[src/design/cwl_pkg.sv]
// ----------------------------------------------------------------------------
// cwl_pkg
// Shared types, register indexes, status codes and sizes for the crop and
// window/level grayscale unit.
// ----------------------------------------------------------------------------
package cwl_pkg;

   localparam int MAX_DIM     = 4096;
   localparam int SAMPLE_BITS = 32;
   localparam int GRAY_BITS   = 8;
   localparam int CNT_BITS    = 13;
   localparam int PROD_BITS   = SAMPLE_BITS + GRAY_BITS;
   localparam int STEP_BITS   = $clog2(GRAY_BITS);
   localparam int QUEUE_DEPTH = 2;
   localparam int QPTR_BITS   = $clog2(QUEUE_DEPTH);

   localparam logic [CNT_BITS-1:0] CNT_MAX     = {CNT_BITS{1'b1}};
   localparam logic [CNT_BITS-1:0] MAX_DIM_CNT = CNT_BITS'(MAX_DIM);

   // Register reset values.
   localparam logic [25:0] FRAME_SIZE_RST  = 26'd33558528;
   localparam logic [11:0] CROP_X_BEG_RST  = 12'd0;
   localparam logic [12:0] CROP_X_END_RST  = 13'd4096;
   localparam logic [11:0] CROP_Y_BEG_RST  = 12'd0;
   localparam logic [12:0] CROP_Y_END_RST  = 13'd4096;
   localparam logic [31:0] RANGE_LOW_RST   = 32'd0;
   localparam logic [31:0] RANGE_HIGH_RST  = 32'd16711680;

   typedef enum logic [2:0] {
      CSR_FRAME_SIZE   = 3'd0,
      CSR_CROP_X_START = 3'd1,
      CSR_CROP_X_END   = 3'd2,
      CSR_CROP_Y_START = 3'd3,
      CSR_CROP_Y_END   = 3'd4,
      CSR_RANGE_LOW    = 3'd5,
      CSR_RANGE_HIGH   = 3'd6,
      CSR_OOR_MODE     = 3'd7
   } csr_index_type;

   typedef enum logic [1:0] {
      OOR_CLAMP     = 2'd0,
      OOR_LOW       = 2'd1,
      OOR_HIGH      = 2'd2,
      OOR_UNUSED    = 2'd3
   } oor_mode_type;

   localparam logic [1:0] ST_OK        = 2'd0;
   localparam logic [1:0] ST_ROW_LEN   = 2'd1;
   localparam logic [1:0] ST_ROW_COUNT = 2'd2;
   localparam logic [1:0] ST_BAD_CROP  = 2'd3;

   typedef enum logic [1:0] {
      BK_IDLE   = 2'd0,
      BK_DIVIDE = 2'd1,
      BK_DONE   = 2'd2
   } back_state_type;

   // One classified item on its way from the front to the back.
   typedef struct packed {
      logic                   need_div;
      logic [SAMPLE_BITS-1:0] num;
      logic [SAMPLE_BITS-1:0] den;
      logic                   valid;
      logic                   last;
      logic [1:0]             status;
   } cwl_entry_type;

endpackage

[src/design/cwl_front.sv]
// ----------------------------------------------------------------------------
// cwl_front
// Configuration registers, raster position counters, error checks and the
// crop and out-of-range classification of each accepted sample.
// ----------------------------------------------------------------------------
module cwl_front
   import cwl_pkg::*;
(
   input  logic                   clock,
   input  logic                   reset,
   input  logic                   csr_valid,
   output logic                   csr_ready,
   input  logic [2:0]             csr_index,
   input  logic [31:0]            csr_data,
   input  logic                   req_valid,
   output logic                   req_ready,
   input  logic [SAMPLE_BITS-1:0] req_sample,
   input  logic                   req_row_end,
   input  logic                   req_frame_end,
   input  logic                   q_full,
   output logic                   q_push,
   output cwl_entry_type          q_wdata
);

   logic [25:0]                   frame_size_ff;
   logic [11:0]                   crop_x_beg_ff;
   logic [12:0]                   crop_x_end_ff;
   logic [11:0]                   crop_y_beg_ff;
   logic [12:0]                   crop_y_end_ff;
   logic signed [SAMPLE_BITS-1:0] range_low_ff;
   logic signed [SAMPLE_BITS-1:0] range_high_ff;
   logic [1:0]                    oor_mode_ff;

   logic [CNT_BITS-1:0] col_ff, col_in;
   logic [CNT_BITS-1:0] row_ff, row_in;
   logic                err_ff, err_in;

   logic [CNT_BITS-1:0]           width, height;
   logic                          fend, rend, bad_crop, in_window;
   logic [1:0]                    status;
   logic signed [SAMPLE_BITS-1:0] s, v;
   logic signed [SAMPLE_BITS:0]   num_wide, den_wide;

   assign csr_ready = 1'b1;
   assign req_ready = !q_full;
   assign q_push    = req_valid && req_ready;

   always_ff @(posedge clock) begin
      if (reset) begin
         frame_size_ff <= FRAME_SIZE_RST;
         crop_x_beg_ff <= CROP_X_BEG_RST;
         crop_x_end_ff <= CROP_X_END_RST;
         crop_y_beg_ff <= CROP_Y_BEG_RST;
         crop_y_end_ff <= CROP_Y_END_RST;
         range_low_ff  <= RANGE_LOW_RST[SAMPLE_BITS-1:0];
         range_high_ff <= RANGE_HIGH_RST[SAMPLE_BITS-1:0];
         oor_mode_ff   <= OOR_CLAMP;
      end else if (csr_valid && csr_ready) begin
         case (csr_index)
            CSR_FRAME_SIZE:   frame_size_ff <= csr_data[25:0];
            CSR_CROP_X_START: crop_x_beg_ff <= csr_data[11:0];
            CSR_CROP_X_END:   crop_x_end_ff <= csr_data[12:0];
            CSR_CROP_Y_START: crop_y_beg_ff <= csr_data[11:0];
            CSR_CROP_Y_END:   crop_y_end_ff <= csr_data[12:0];
            CSR_RANGE_LOW:    range_low_ff  <= csr_data[SAMPLE_BITS-1:0];
            CSR_RANGE_HIGH:   range_high_ff <= csr_data[SAMPLE_BITS-1:0];
            CSR_OOR_MODE:     oor_mode_ff   <= csr_data[1:0];
            default:          ;
         endcase
      end
   end

   always_comb begin
      width  = frame_size_ff[12:0];
      height = frame_size_ff[25:13];
      fend   = req_frame_end;
      rend   = req_row_end || req_frame_end;

      bad_crop = ({1'b0, crop_x_beg_ff} >= crop_x_end_ff) ||
                 ({1'b0, crop_y_beg_ff} >= crop_y_end_ff) ||
                 (crop_x_end_ff > width) || (crop_y_end_ff > height) ||
                 (width > MAX_DIM_CNT) || (height > MAX_DIM_CNT);

      status = ST_OK;
      if (!err_ff) begin
         if (bad_crop) begin
            status = ST_BAD_CROP;
         end else begin
            if (row_ff < height) begin
               if (rend ? (col_ff != width - 1'b1) : (col_ff >= width - 1'b1))
                  status = ST_ROW_LEN;
            end
            if (status == ST_OK && fend &&
                ({1'b0, row_ff} + 1'b1) < {1'b0, height})
               status = ST_ROW_COUNT;
         end
      end

      in_window = (col_ff >= {1'b0, crop_x_beg_ff}) && (col_ff < crop_x_end_ff) &&
                  (row_ff >= {1'b0, crop_y_beg_ff}) && (row_ff < crop_y_end_ff);

      // Out-of-range samples are limited before the mapping.
      s = req_sample;
      v = s;
      if (s < range_low_ff)
         v = (oor_mode_ff == OOR_HIGH) ? range_high_ff : range_low_ff;
      else if (s > range_high_ff)
         v = (oor_mode_ff == OOR_LOW) ? range_low_ff : range_high_ff;

      num_wide = {v[SAMPLE_BITS-1], v} - {range_low_ff[SAMPLE_BITS-1], range_low_ff};
      den_wide = {range_high_ff[SAMPLE_BITS-1], range_high_ff} -
                 {range_low_ff[SAMPLE_BITS-1], range_low_ff};

      q_wdata.valid    = !err_ff && status == ST_OK && in_window;
      q_wdata.last     = q_wdata.valid && (col_ff == crop_x_end_ff - 1'b1);
      q_wdata.status   = status;
      q_wdata.need_div = q_wdata.valid && (range_high_ff > range_low_ff);
      q_wdata.num      = num_wide[SAMPLE_BITS-1:0];
      q_wdata.den      = den_wide[SAMPLE_BITS-1:0];
   end

   always_comb begin
      col_in = col_ff;
      row_in = row_ff;
      err_in = err_ff;
      if (q_push) begin
         if (fend) begin
            col_in = '0;
            row_in = '0;
            err_in = 1'b0;
         end else begin
            if (status != ST_OK)
               err_in = 1'b1;
            if (rend) begin
               col_in = '0;
               if (row_ff < CNT_MAX)
                  row_in = row_ff + 1'b1;
            end else if (col_ff < CNT_MAX) begin
               col_in = col_ff + 1'b1;
            end
         end
      end
   end

   always_ff @(posedge clock) begin
      if (reset) begin
         col_ff <= '0;
         row_ff <= '0;
         err_ff <= 1'b0;
      end else begin
         col_ff <= col_in;
         row_ff <= row_in;
         err_ff <= err_in;
      end
   end

endmodule

[src/design/cwl_queue.sv]
// ----------------------------------------------------------------------------
// cwl_queue
// Short first-in first-out queue of classified items between the front and
// the back.
// ----------------------------------------------------------------------------
module cwl_queue
   import cwl_pkg::*;
(
   input  logic          clock,
   input  logic          reset,
   input  logic          push,
   input  cwl_entry_type wdata,
   input  logic          pop,
   output cwl_entry_type rdata,
   output logic          full,
   output logic          nonempty
);

   cwl_entry_type          mem_ff [QUEUE_DEPTH];
   logic [QPTR_BITS-1:0]   wr_ptr_ff, wr_ptr_in;
   logic [QPTR_BITS-1:0]   rd_ptr_ff, rd_ptr_in;
   logic [QPTR_BITS:0]     count_ff, count_in;

   assign full     = (count_ff == (QPTR_BITS+1)'(QUEUE_DEPTH));
   assign nonempty = (count_ff != '0);
   assign rdata    = mem_ff[rd_ptr_ff];

   always_comb begin
      wr_ptr_in = wr_ptr_ff;
      rd_ptr_in = rd_ptr_ff;
      count_in  = count_ff;
      if (push)
         wr_ptr_in = (wr_ptr_ff == QPTR_BITS'(QUEUE_DEPTH - 1)) ? '0 : wr_ptr_ff + 1'b1;
      if (pop)
         rd_ptr_in = (rd_ptr_ff == QPTR_BITS'(QUEUE_DEPTH - 1)) ? '0 : rd_ptr_ff + 1'b1;
      if (push && !pop)
         count_in = count_ff + 1'b1;
      else if (pop && !push)
         count_in = count_ff - 1'b1;
   end

   always_ff @(posedge clock) begin
      if (reset) begin
         wr_ptr_ff <= '0;
         rd_ptr_ff <= '0;
         count_ff  <= '0;
      end else begin
         wr_ptr_ff <= wr_ptr_in;
         rd_ptr_ff <= rd_ptr_in;
         count_ff  <= count_in;
      end
   end

   always_ff @(posedge clock) begin
      if (push)
         mem_ff[wr_ptr_ff] <= wdata;
   end

endmodule

[src/design/cwl_back.sv]
// ----------------------------------------------------------------------------
// cwl_back
// Gray level mapping by a one-bit-per-cycle restoring divider, and the
// result output register.
// ----------------------------------------------------------------------------
module cwl_back
   import cwl_pkg::*;
(
   input  logic                 clock,
   input  logic                 reset,
   input  cwl_entry_type        q_rdata,
   input  logic                 q_nonempty,
   output logic                 q_pop,
   output logic                 rsp_valid,
   input  logic                 rsp_ready,
   output logic [GRAY_BITS-1:0] rsp_gray,
   output logic                 rsp_gray_valid,
   output logic                 rsp_crop_row_last,
   output logic [1:0]           rsp_status
);

   back_state_type state_ff, state_in;

   logic [STEP_BITS-1:0]   step_ff;
   logic [SAMPLE_BITS:0]   rem_ff;
   logic [GRAY_BITS-1:0]   nlow_ff;
   logic [SAMPLE_BITS-1:0] den_ff;
   logic [GRAY_BITS-1:0]   quo_ff;
   logic                   last_ff;

   logic                   rsp_valid_ff, rsp_valid_in;
   logic [GRAY_BITS-1:0]   gray_ff;
   logic                   gray_valid_ff;
   logic                   row_last_ff;
   logic [1:0]             status_ff;

   logic                   out_free;
   logic                   load_div, load_direct, load_quo, div_step;
   logic [PROD_BITS-1:0]   prod;
   logic [SAMPLE_BITS:0]   trial;
   logic                   take;

   assign out_free = !rsp_valid_ff || rsp_ready;

   // num * 255 as a shift and a subtract.
   assign prod  = {q_rdata.num, {GRAY_BITS{1'b0}}} -
                  {{GRAY_BITS{1'b0}}, q_rdata.num};
   assign trial = {rem_ff[SAMPLE_BITS-1:0], nlow_ff[GRAY_BITS-1]};
   assign take  = trial >= {1'b0, den_ff};

   always_comb begin
      state_in = state_ff;
      case (state_ff)
         BK_IDLE: begin
            if (q_nonempty && q_rdata.need_div)
               state_in = BK_DIVIDE;
         end
         BK_DIVIDE: begin
            if (step_ff == STEP_BITS'(GRAY_BITS - 1))
               state_in = BK_DONE;
         end
         BK_DONE: begin
            if (out_free)
               state_in = BK_IDLE;
         end
         default: state_in = BK_IDLE;
      endcase
   end

   always_comb begin
      load_div    = 1'b0;
      load_direct = 1'b0;
      load_quo    = 1'b0;
      div_step    = 1'b0;
      case (state_ff)
         BK_IDLE: begin
            load_div    = q_nonempty && q_rdata.need_div;
            load_direct = q_nonempty && !q_rdata.need_div && out_free;
         end
         BK_DIVIDE: div_step = 1'b1;
         BK_DONE:   load_quo = out_free;
         default:   ;
      endcase
      q_pop = load_div || load_direct;
   end

   always_comb begin
      rsp_valid_in = rsp_valid_ff;
      if (load_direct || load_quo)
         rsp_valid_in = 1'b1;
      else if (rsp_ready)
         rsp_valid_in = 1'b0;
   end

   always_ff @(posedge clock) begin
      if (reset) begin
         state_ff     <= BK_IDLE;
         rsp_valid_ff <= 1'b0;
         step_ff      <= '0;
      end else begin
         state_ff     <= state_in;
         rsp_valid_ff <= rsp_valid_in;
         if (load_div)
            step_ff <= '0;
         else if (div_step)
            step_ff <= step_ff + 1'b1;
      end
   end

   // Quotient fits in eight bits because num never exceeds den.
   always_ff @(posedge clock) begin
      if (load_div) begin
         rem_ff  <= {1'b0, prod[PROD_BITS-1:GRAY_BITS]};
         nlow_ff <= prod[GRAY_BITS-1:0];
         den_ff  <= q_rdata.den;
         last_ff <= q_rdata.last;
         quo_ff  <= '0;
      end else if (div_step) begin
         rem_ff  <= take ? trial - {1'b0, den_ff} : trial;
         nlow_ff <= {nlow_ff[GRAY_BITS-2:0], 1'b0};
         quo_ff  <= {quo_ff[GRAY_BITS-2:0], take};
      end
   end

   always_ff @(posedge clock) begin
      if (load_direct) begin
         gray_ff       <= '0;
         gray_valid_ff <= q_rdata.valid;
         row_last_ff   <= q_rdata.last;
         status_ff     <= q_rdata.status;
      end else if (load_quo) begin
         gray_ff       <= quo_ff;
         gray_valid_ff <= 1'b1;
         row_last_ff   <= last_ff;
         status_ff     <= ST_OK;
      end
   end

   assign rsp_valid         = rsp_valid_ff;
   assign rsp_gray          = gray_ff;
   assign rsp_gray_valid    = gray_valid_ff;
   assign rsp_crop_row_last = row_last_ff;
   assign rsp_status        = status_ff;

endmodule

[src/design/crop_window_level_to_gray8_unit.sv]
// ----------------------------------------------------------------------------
// crop_window_level_to_gray8_unit
// Crops a raster stream of signed Q16.16 samples and maps kept samples to
// 8-bit gray levels through a value window, reporting frame errors.
// ----------------------------------------------------------------------------
// Path: a request transfer writes its item into the queue; an unmapped item
// goes straight to the response register, a mapped pixel with high above low
// through the 8-step gray divider. Throughput: 1 item per cycle for unmapped
// items while responses are taken; the divider holds the back end till done.
// Reset: synchronous; clears counters, error latch and queue, and loads the
// register defaults. Nothing needs a clearing pass.
module crop_window_level_to_gray8_unit
   import cwl_pkg::*;
(
   input  logic                   clock,
   input  logic                   reset,
   input  logic                   csr_valid,
   output logic                   csr_ready,
   input  logic [2:0]             csr_index,
   input  logic [31:0]            csr_data,
   input  logic                   req_valid,
   output logic                   req_ready,
   input  logic [SAMPLE_BITS-1:0] req_sample,
   input  logic                   req_row_end,
   input  logic                   req_frame_end,
   output logic                   rsp_valid,
   input  logic                   rsp_ready,
   output logic [GRAY_BITS-1:0]   rsp_gray,
   output logic                   rsp_gray_valid,
   output logic                   rsp_crop_row_last,
   output logic [1:0]             rsp_status
);

   cwl_entry_type q_wdata, q_rdata;
   logic          q_push, q_pop, q_full, q_nonempty;

   cwl_front u_front (
      .clock         (clock),
      .reset         (reset),
      .csr_valid     (csr_valid),
      .csr_ready     (csr_ready),
      .csr_index     (csr_index),
      .csr_data      (csr_data),
      .req_valid     (req_valid),
      .req_ready     (req_ready),
      .req_sample    (req_sample),
      .req_row_end   (req_row_end),
      .req_frame_end (req_frame_end),
      .q_full        (q_full),
      .q_push        (q_push),
      .q_wdata       (q_wdata)
   );

   cwl_queue u_queue (
      .clock    (clock),
      .reset    (reset),
      .push     (q_push),
      .wdata    (q_wdata),
      .pop      (q_pop),
      .rdata    (q_rdata),
      .full     (q_full),
      .nonempty (q_nonempty)
   );

   cwl_back u_back (
      .clock             (clock),
      .reset             (reset),
      .q_rdata           (q_rdata),
      .q_nonempty        (q_nonempty),
      .q_pop             (q_pop),
      .rsp_valid         (rsp_valid),
      .rsp_ready         (rsp_ready),
      .rsp_gray          (rsp_gray),
      .rsp_gray_valid    (rsp_gray_valid),
      .rsp_crop_row_last (rsp_crop_row_last),
      .rsp_status        (rsp_status)
   );

endmodule

[config.mk]
export PLATFORM = sky130hd
export DESIGN_NAME = crop_window_level_to_gray8_unit
export DESIGN_NICKNAME = d
export VERILOG_FILES = /design/src/design/cwl_pkg.sv /design/src/design/cwl_front.sv /design/src/design/cwl_queue.sv /design/src/design/cwl_back.sv /design/src/design/crop_window_level_to_gray8_unit.sv
export SDC_FILE = /design/constraint.sdc
export NUM_CORES = 1
export LEC_CHECK = 0
export BUFFER_PORTS_ARGS = -buffer_cell sky130_fd_sc_hd__clkbuf_2
export CORE_MARGIN = 3
export CORE_UTILIZATION = 40
export CTS_BUF_LIST = sky130_fd_sc_hd__clkbuf_4 sky130_fd_sc_hd__clkbuf_8 sky130_fd_sc_hd__clkbuf_16
export CTS_CLUSTER_DIAMETER = 60
export DETAILED_ROUTE_END_ITERATION = 12
export GPL_TIMING_DRIVEN = 1
export SLEW_MARGIN = 10
export SYNTH_ARGS = -nofsm -noshare
export SYNTH_HDL_FRONTEND = slang
export SYNTH_SLANG_ARGS = --single-unit
[constraint.sdc]
create_clock -name clock -period 7.1 [get_ports clock]
set_input_delay 1.775 -clock clock [delete_from_list [all_inputs] [get_ports clock]]
set_output_delay 1.775 -clock clock [all_outputs]
set_load 0.05 [all_outputs]
==> results.json, run 1 <==
{
  "placed_area_sq_um": 29500,
  "grt.overflow.total": 0,
  "postSynth.topFlopCell": "edfxtp_1",
  "worst_setup_path_end": "u_queue.mem_ff[0][66]",
  "grt.total_usage_pct": 20.3,
  "setup_total_negative_slack_ps": 0,
  "clock_skew_ps": 19.9,
  "synth.distinct_cells": 73,
  "post_cts.resized_instances": 0,
  "drive_above_1_share_pct": 8.26,
  "core_area_sq_um": 68900,
  "stage_delay_of_the_slowest_cell_on_the_critical_path_ps": 660,
  "r2r_cells": 22,
  "worst_ep_required_time_ps": 7420,
  "timing.critical_path.slowest_stage_cell": "or4_1",
  "detail_route.iter0.violations": 1293,
  "design.portCount": 89,
  "detail_route.wl_per_cell_um": 17.8,
  "cellInternalPower_mw": 6.39,
  "post-place-ws_ps": -196,
  "post_drt_via_cell_ratio": 5.33,
  "area.sequential_sq_um": 10400,
  "clk_slew_on_worst_s_h_paths_ps": 60,
  "p_switching_mw": 3.79,
  "fp.dieW_um": 271,
  "r2r-start": "u_front.range_high_ff[29]",
  "timing.hold.worst.class": "reg -> reg",
  "power.density_nw_per_um2": 327,
  "slew_headroom_pct": 29.6,
  "critical_path.endpoint_type": "register",
  "final_antenna_net_count": 0,
  "cts-htree-levels": 2,
  "clk_latency_ps": 590,
  "run_status": "finished clean",
  "gp_routability_congestion": 0.903,
  "cp_class": "in -> reg",
  "power.clock.fraction_pct": 25.3,
  "ir_worst_vdd_mv": 0.209,
  "rr_endpoint": "u_queue.mem_ff[0][66]",
  "synthDominantAreaCellType": "edfxtp_1",
  "synth_top_area_share_pct": 23.0,
  "grt_pass1_vias": 21400,
  "crit_arrival_ps": 7020,
  "yosysWarningCount": 0,
  "number_of_flops_mapped_to_enable_cells_by_yosys": 215,
  "clock_tree.buffer_depth": 3,
  "pwr-share-comb_pct": 42.1,
  "dr_total_vias": 22500,
  "cts_inserted_buffers": 47,
  "async_reset_ff_share_pct": 0,
  "power_switching_share_pct": 37.2,
  "num-fill-cells": 6799,
  "cts.sink_count": 411,
  "crit_path_max_fanout": 8,
  "final.setup.worst_slack_ps": 399,
  "largest_net_degree_at_the_start_of_global_routing": 126,
  "floorplan.die.height_um": 271,
  "syn-num-nets": 3604,
  "syn_area_per_cell_sq_um": 8.75,
  "portBuffers": 87,
  "cts_root_buf": "clkbuf_16",
  "grt_first_pass_wirelength_um": 120000,
  "timing.critical_path.from": "req_sample[30]",
  "hpwl_um": 57500,
  "wirelength_um": 75200,
  "number_of_synthesized_register_bits": 411,
  "drt-pass1-iter-count": 6,
  "cts_tree": "yes",
  "dieArea_sq_um": 73200,
  "timing.final.crit_share_pct": 94.4,
  "fin_area_sq_um": 31200,
  "syn_to_final_growth_pct": 11.2,
  "maxCapViolCount": 0,
  "seq_power_share_pct": 32.6,
  "final_period_minus_worst_setup_slack_ps": 6700,
  "post_synth_fa_ha_maj_area_fraction_pct": 14.8,
  "final_net_count": 3660,
  "worst-r2r-setup-slack_ps": 1140,
  "yosys.area_share.xor_xnor_pct": 5.00,
  "placementRows": 96,
  "hold_depth": 2,
  "yosys.area_share.simple_pct": 15.6,
  "floorplan.initialDensity_pct": 40.6,
  "synthesis.area_sq_um": 28000,
  "rsz0062_at_grt": "no",
  "setup_viol_count_final": 0,
  "multi_input_area_sq_um": 16400,
  "synth.top_cells.by_area": "edfxtp_1 23%, ha_1 15%, dfxtp_1 14%, nand2_1 6.7%, a21oi_1 5.8%",
  "drc_errors": 0,
  "worstPathCellList": "clkbuf_2 -> ha_1 -> nand4_1 -> or4_1 -> or3_1 -> and4_1 -> nor3_4 -> a21oi_1 -> o21ai_0 -> ha_1 -> inv_1 -> fa_1 -> a211oi_1 -> nor2_1 -> o211ai_1 -> a211oi_1 -> o2111ai_1 -> a31oi_1 -> o22ai_1 -> o21ai_0 -> a21oi_1 -> xnor2_1",
  "synth_area_in_compound_gates_pct": 18.2,
  "leakagePower_nw": 12.6,
  "hold_viol_final": 0,
  "setup.worst_path.start_class": "input pin",
  "synth_top_family_by_area": "compound AO/OA/AOI/OAI gates",
  "antenna_found_initial": 4,
  "finalMaxSlewViolations": 0,
  "max_freq_mhz": 149,
  "ys_seq_area_share_pct": 37.1,
  "worstMarginPinSlew_ps": 1050,
  "post_cts_hold_buffer_count": 0,
  "synth.mux.area_fraction_pct": 4.57,
  "postCtsSetupBuffers": 0,
  "synth_instances": 3201
}
-- sequential cells by signal, summed over array words and instances (netlist names), 12 cells and up, named ones only --
name and cells:
u_back.den_ff 32, u_back.rem_ff 32, u_front.col_ff 13, u_front.crop_x_beg_ff 12
u_front.crop_x_end_ff 13, u_front.crop_y_beg_ff 12, u_front.crop_y_end_ff 13, u_front.frame_size_ff 26
u_front.range_high_ff 32, u_front.range_low_ff 32, u_front.row_ff 13, u_queue.mem_ff 138
-- power groups by stage --
stage,clock [mW],sequential (mW),combinational (mW)
finish,2.58,3.31,4.29
global route,2.73,3.36,4.80
CTS,2.63,3.32,4.29
detailed placement,0,3.36,4.25
global placement,0,3.35,4.26
floorplan,0,3.31,3.29
-- area by class of cell --
type,instances,share of cell area (%)
Antenna cell,1,0.00803
Clock buffer,63,4.31
Clock inverter,23,1.04
Inverter,241,2.91
Multi-Input combinational cell,2439,52.5
Sequential cell,411,33.3
Tap cell,931,3.74
Timing Repair Buffer,117,2.21
-- through the flow --
| step | instances | hold WS, ps | util, % | total power [mW] |
|---|---|---|---|---|
| final | 4226 | 451 | 45.2 | 10.2 |
| after global routing | 4226 | 472 | 45.2 | 10.9 |
| after global placement | 4139 | 443 | 42.8 | 7.61 |
| after detailed placement | 4139 | 447 | 42.8 | 7.61 |
| after floorplan | 3201 | 435 | - | 6.59 |
| after CTS | 4225 | 455 | 45.2 | 10.2 |
-- worst min-delay path by stage --
| stage | to | slack (ps) | from |
|---|---|---|---|
| final | u_front.range_low_ff[12] | 450 | u_front.range_low_ff[12] |
| after global routing | u_front.range_low_ff[11] | 470 | u_front.range_low_ff[11] |
| after CTS | u_front.range_low_ff[4] | 450 | u_front.range_low_ff[4] |
| after detailed placement | u_front.range_low_ff[25] | 450 | u_front.range_low_ff[25] |
| after global placement | u_front.range_low_ff[26] | 440 | u_front.range_low_ff[26] |
| after floorplan | u_back.quo_ff[7] | 440 | u_back.quo_ff[7] |
-- layer usage --
metal  vias up  track usage [%]  routed length, um
met2       419             32.4              33200
met1     10500             29.2              36800
met3        83             2.47               3360
li1      11500                -                  -
met5         -                0                  9
met4         2             4.97               1800
-- worst max-delay path: cells and delay by family --
family	cells	cell delay (ps)
compound gates	10	2090
simple gates	6	1910
fa+ha+maj	3	960
buf+inv	2	160
xor+xnor	1	120
-- Yosys cell counts (all sizes together) (5+ instances only) --
cell,number
xnor2,97
nor2,175
inv,240
nand3,54
or3,11
xor2,63
edfxtp,215
buf,19
nand2b,28
mux2i,83
nand3b,17
and4,7
a211oi,45
a2111oi,7
or2,11
clkbuf,91
a22oi,5
o22ai,8
nand2,498
nand4,49
o21ai,216
o211ai,11
or4,5
a211o,12
a21o,85
o21bai,18
ha,326
mux2,40
o21a,25
a21oi,325
a21boi,7
o31a,8
and3,19
and2,11
nor4,12
nor2b,29
o31ai,13
dfxtp,196
a31oi,22
nor3,42
-- kinds of logic after synthesis --
logic type | count (synthesis)
buffers and inverters | 351
AND/OR/NAND/NOR | 977
other | 1
XOR/XNOR | 160
multiplexers | 123
adder cells (fa/ha/maj) | 329
flip-flops | 411
AO/OA/AOI/OAI | 849
-- layout by cell type (no fill, tap or decap), types with 10 or more instances in the layout --
master	netlist	final
inv_1	239	239
o21a_1	25	25
a31oi_1	22	22
a21oi_1	325	325
a21o_1	85	85
mux2i_1	83	83
and2_1	11	11
nand2_1	498	498
o21bai_1	18	18
nand2b_1	28	27
o211ai_1	10	10
buf_4	2	29
o21ai_0	216	216
nor3_1	41	39
dfxtp_1	196	195
or3_1	11	11
xor2_1	63	63
nand3b_1	17	17
or2_2	10	10
clkbuf_16	0	49
nor2_1	175	172
nor2b_1	29	28
a211oi_1	45	45
clkbuf_2	0	86
ha_1	326	326
and3_1	19	19
nand3_1	54	54
mux2_2	40	40
nand4_1	49	49
clkbuf_4	0	12
xnor2_1	97	97
a211o_1	12	12
nor4_1	12	12
edfxtp_1	215	215
o31ai_1	13	13
Note: power is estimated with default switching activity, not from simulation.
==> run 2, diff against run 1 <==
--- a/config.mk
+++ b/config.mk
@@ -11,8 +11,9 @@
 export CTS_BUF_LIST = sky130_fd_sc_hd__clkbuf_4 sky130_fd_sc_hd__clkbuf_8 sky130_fd_sc_hd__clkbuf_16
 export CTS_CLUSTER_DIAMETER = 60
 export DETAILED_ROUTE_END_ITERATION = 12
-export GPL_TIMING_DRIVEN = 1
+export GPL_TIMING_DRIVEN = 0
 export SLEW_MARGIN = 10
 export SYNTH_ARGS = -nofsm -noshare
 export SYNTH_HDL_FRONTEND = slang
 export SYNTH_SLANG_ARGS = --single-unit
+export TNS_END_PERCENT = 30
==> run 2 against run 1 <==
  * Clock skew fell by 6.7 ps
  * Design area rose by 1.1%
  * Clock power barely moved
  * Non-clock buffer count rose by 84
  * Sequential power fell by 1%
  * Flip-flop and latch count did not move
  * Via count rose by 3.3%
  * Final cell count rose by 2.0%
  * First-iteration DRC count rose by 31%
  * Highest routed layer is now met4
==> results.json, run 2 (synthesis gave the netlist of run 1 again) <==
{
  "wirelength_um": 81300,
  "finalMaxSlewViolations": 0,
  "cts_inserted_buffers": 45,
  "num-fill-cells": 6838,
  "ir_worst_vdd_mv": 0.190,
  "timing.hold.worst.class": "reg -> reg",
  "mostFrequentLayoutCell": "nand2_1",
  "floorplan.die.height_um": 271,
  "cts-htree-levels": 2,
  "critical_path.endpoint_type": "register",
  "syn_to_final_growth_pct": 12.4,
  "design.portCount": 89,
  "floorplan.initialDensity_pct": 40.6,
  "core_area_sq_um": 68900,
  "dr_total_vias": 23300,
  "portBuffers": 82,
  "rr_endpoint": "u_back.rem_ff[26]",
  "worstMarginPinSlew_ps": 1120,
  "worst-r2r-setup-slack_ps": 940,
  "clock_tree.buffer_depth": 3,
  "drt-pass1-iter-count": 7,
  "run_status": "finished clean",
  "final_period_minus_worst_setup_slack_ps": 6760,
  "post-place-ws_ps": -738,
  "grt_first_pass_wirelength_um": 125000,
  "setup_viol_count_final": 0,
  "placementRows": 96,
  "cp_class": "in -> reg",
  "largest_register": "u_queue.mem_ff",
  "dieArea_sq_um": 73200,
  "rsz0062_at_grt": "no",
  "gp_routability_congestion": 0.903,
  "postLayoutCoreUtil_pct": 45.7,
  "largest_net_degree_at_the_start_of_global_routing": 34,
  "clock_skew_ps": 13.2,
  "worst_ep_required_time_ps": 7410,
  "hold_viol_final": 0,
  "detail_route.iter0.violations": 1697,
  "clk_slew_on_worst_s_h_paths_ps": 60,
  "slew_headroom_pct": 25.1,
  "report.power.total_mw": 10.4,
  "grt.overflow.total": 0,
  "timing.final.crit_share_pct": 95.2,
  "setup.worst_path.start_class": "input pin",
  "drc_errors": 0,
  "crit_path_max_fanout": 10,
  "post_cts_hold_buffer_count": 0,
  "clk_latency_ps": 580,
  "maxCapViolCount": 0,
  "final.setup.worst_slack_ps": 340,
  "final_net_count": 3742,
  "detail_route.wl_per_cell_um": 18.9,
  "antenna_found_initial": 2,
  "max_freq_mhz": 148,
  "post_drt_via_cell_ratio": 5.40,
  "cts.sink_count": 411,
  "cts_root_buf": "clkbuf_16",
  "grt_pass1_vias": 21400,
  "final_antenna_net_count": 0,
  "setup_total_negative_slack_ps": 0,
  "r2r_cells": 16,
  "fp.dieW_um": 271,
  "holdPathEnd": "u_front.range_low_ff[29]",
  "largest_reg_flops": 138,
  "power.density_nw_per_um2": 329,
  "cts_tree": "yes",
  "hold_ws_ps": 455,
  "crit_arrival_ps": 7070,
  "holdCritStartpoint": "u_front.range_low_ff[29]",
  "drive_above_1_share_pct": 7.32,
  "leakagePower_nw": 12.6,
  "hold_depth": 2,
  "grt.total_usage_pct": 21.6,
  "mostFrequentLayoutCells": "497 x nand2_1, 326 x ha_1, 325 x a21oi_1",
  "hpwl_um": 65700
}
-- run 2: cell types whose count changed in the layout (fill, tap and decap cells not counted), moves of 3 or more --
cell        change
buf_12          +4
buf_1          +13
clkbuf_4        -7
clkinv_1        +5
clkbuf_16       -3
clkinvlp_4      -6
buf_4          -24
clkbuf_8        +4
clkbuf_1       +87
-- run 2: worst max-delay path: stages --
cell and delay, ps:
clkbuf_2 130, ha_1 330, nand4_1 200, or4_1 610
or3_1 350, and4_1 240, nor3_4 270, buf_4 280
mux2i_1 220, o21ai_0 150, ha_1 420, a211oi_1 90
nor2_1 250, o211ai_1 130, buf_4 160, a211oi_2 360
o2111ai_2 210, a31oi_1 240, o22ai_1 120, o21ai_0 190
a21oi_1 130, xnor2_2 170
-- run 2: power breakdown --
group	leakage (nW)	internal, mW	switching, mW
Sequential	3.59	3.11	0.163
Combinational	8.24	1.77	2.77
Clock	0.812	1.54	1.02
Total	12.6	6.41	3.95
-- run 2: area by class of cell --
cell class | count | area (sq um) | share of cell area [%]
multi-input combinational | 2439 | 16400 | 52.0
sequential | 411 | 10400 | 33.0
clock buffer | 56 | 1260 | 4.01
tap | 931 | 1160 | 3.70
inverter | 241 | 905 | 2.87
timing repair buffer | 92 | 601 | 1.91
buffer | 109 | 437 | 1.39
clock inverter | 28 | 370 | 1.18
antenna | 2 | 5.00 | 0.0159
-- run 2: routing by layer --
metal  part of all wire, %  track usage (%)  routed length, um
met4                   2.7             5.99               2190
met3                   4.4             2.07               3590
met2                    45             34.5              36300
met1                    48             31.0              39200
met5                     0                0                  0
-- run 2: worst max path at each step --
stage                            endpoint           start  depth (start not counted)
floorplan           u_queue.mem_ff[0][67]  req_sample[31]                         20
detailed placement  u_queue.mem_ff[1][67]  req_sample[27]                         21
global placement    u_queue.mem_ff[1][67]  req_sample[27]                         21
finish              u_queue.mem_ff[1][66]  req_sample[27]                         22
global route        u_queue.mem_ff[0][66]  req_sample[27]                         24
CTS                 u_queue.mem_ff[0][66]  req_sample[27]                         23
-- run 2: timing repair --
item	4_1_cts	5_1_grt
setup buffers	0	2
pin swaps	0	2
gates resized for setup	2	15
setup endpoints to repair	4	12
-- run 2: per-stage QoR --
step / cell area, sq um / instances
after CTS: 31400 / 4306
after detailed placement: 29800 / 4222
final: 31500 / 4309
after floorplan: 28000 / 3201
after global routing: 31500 / 4308
after global placement: 29600 / 4214
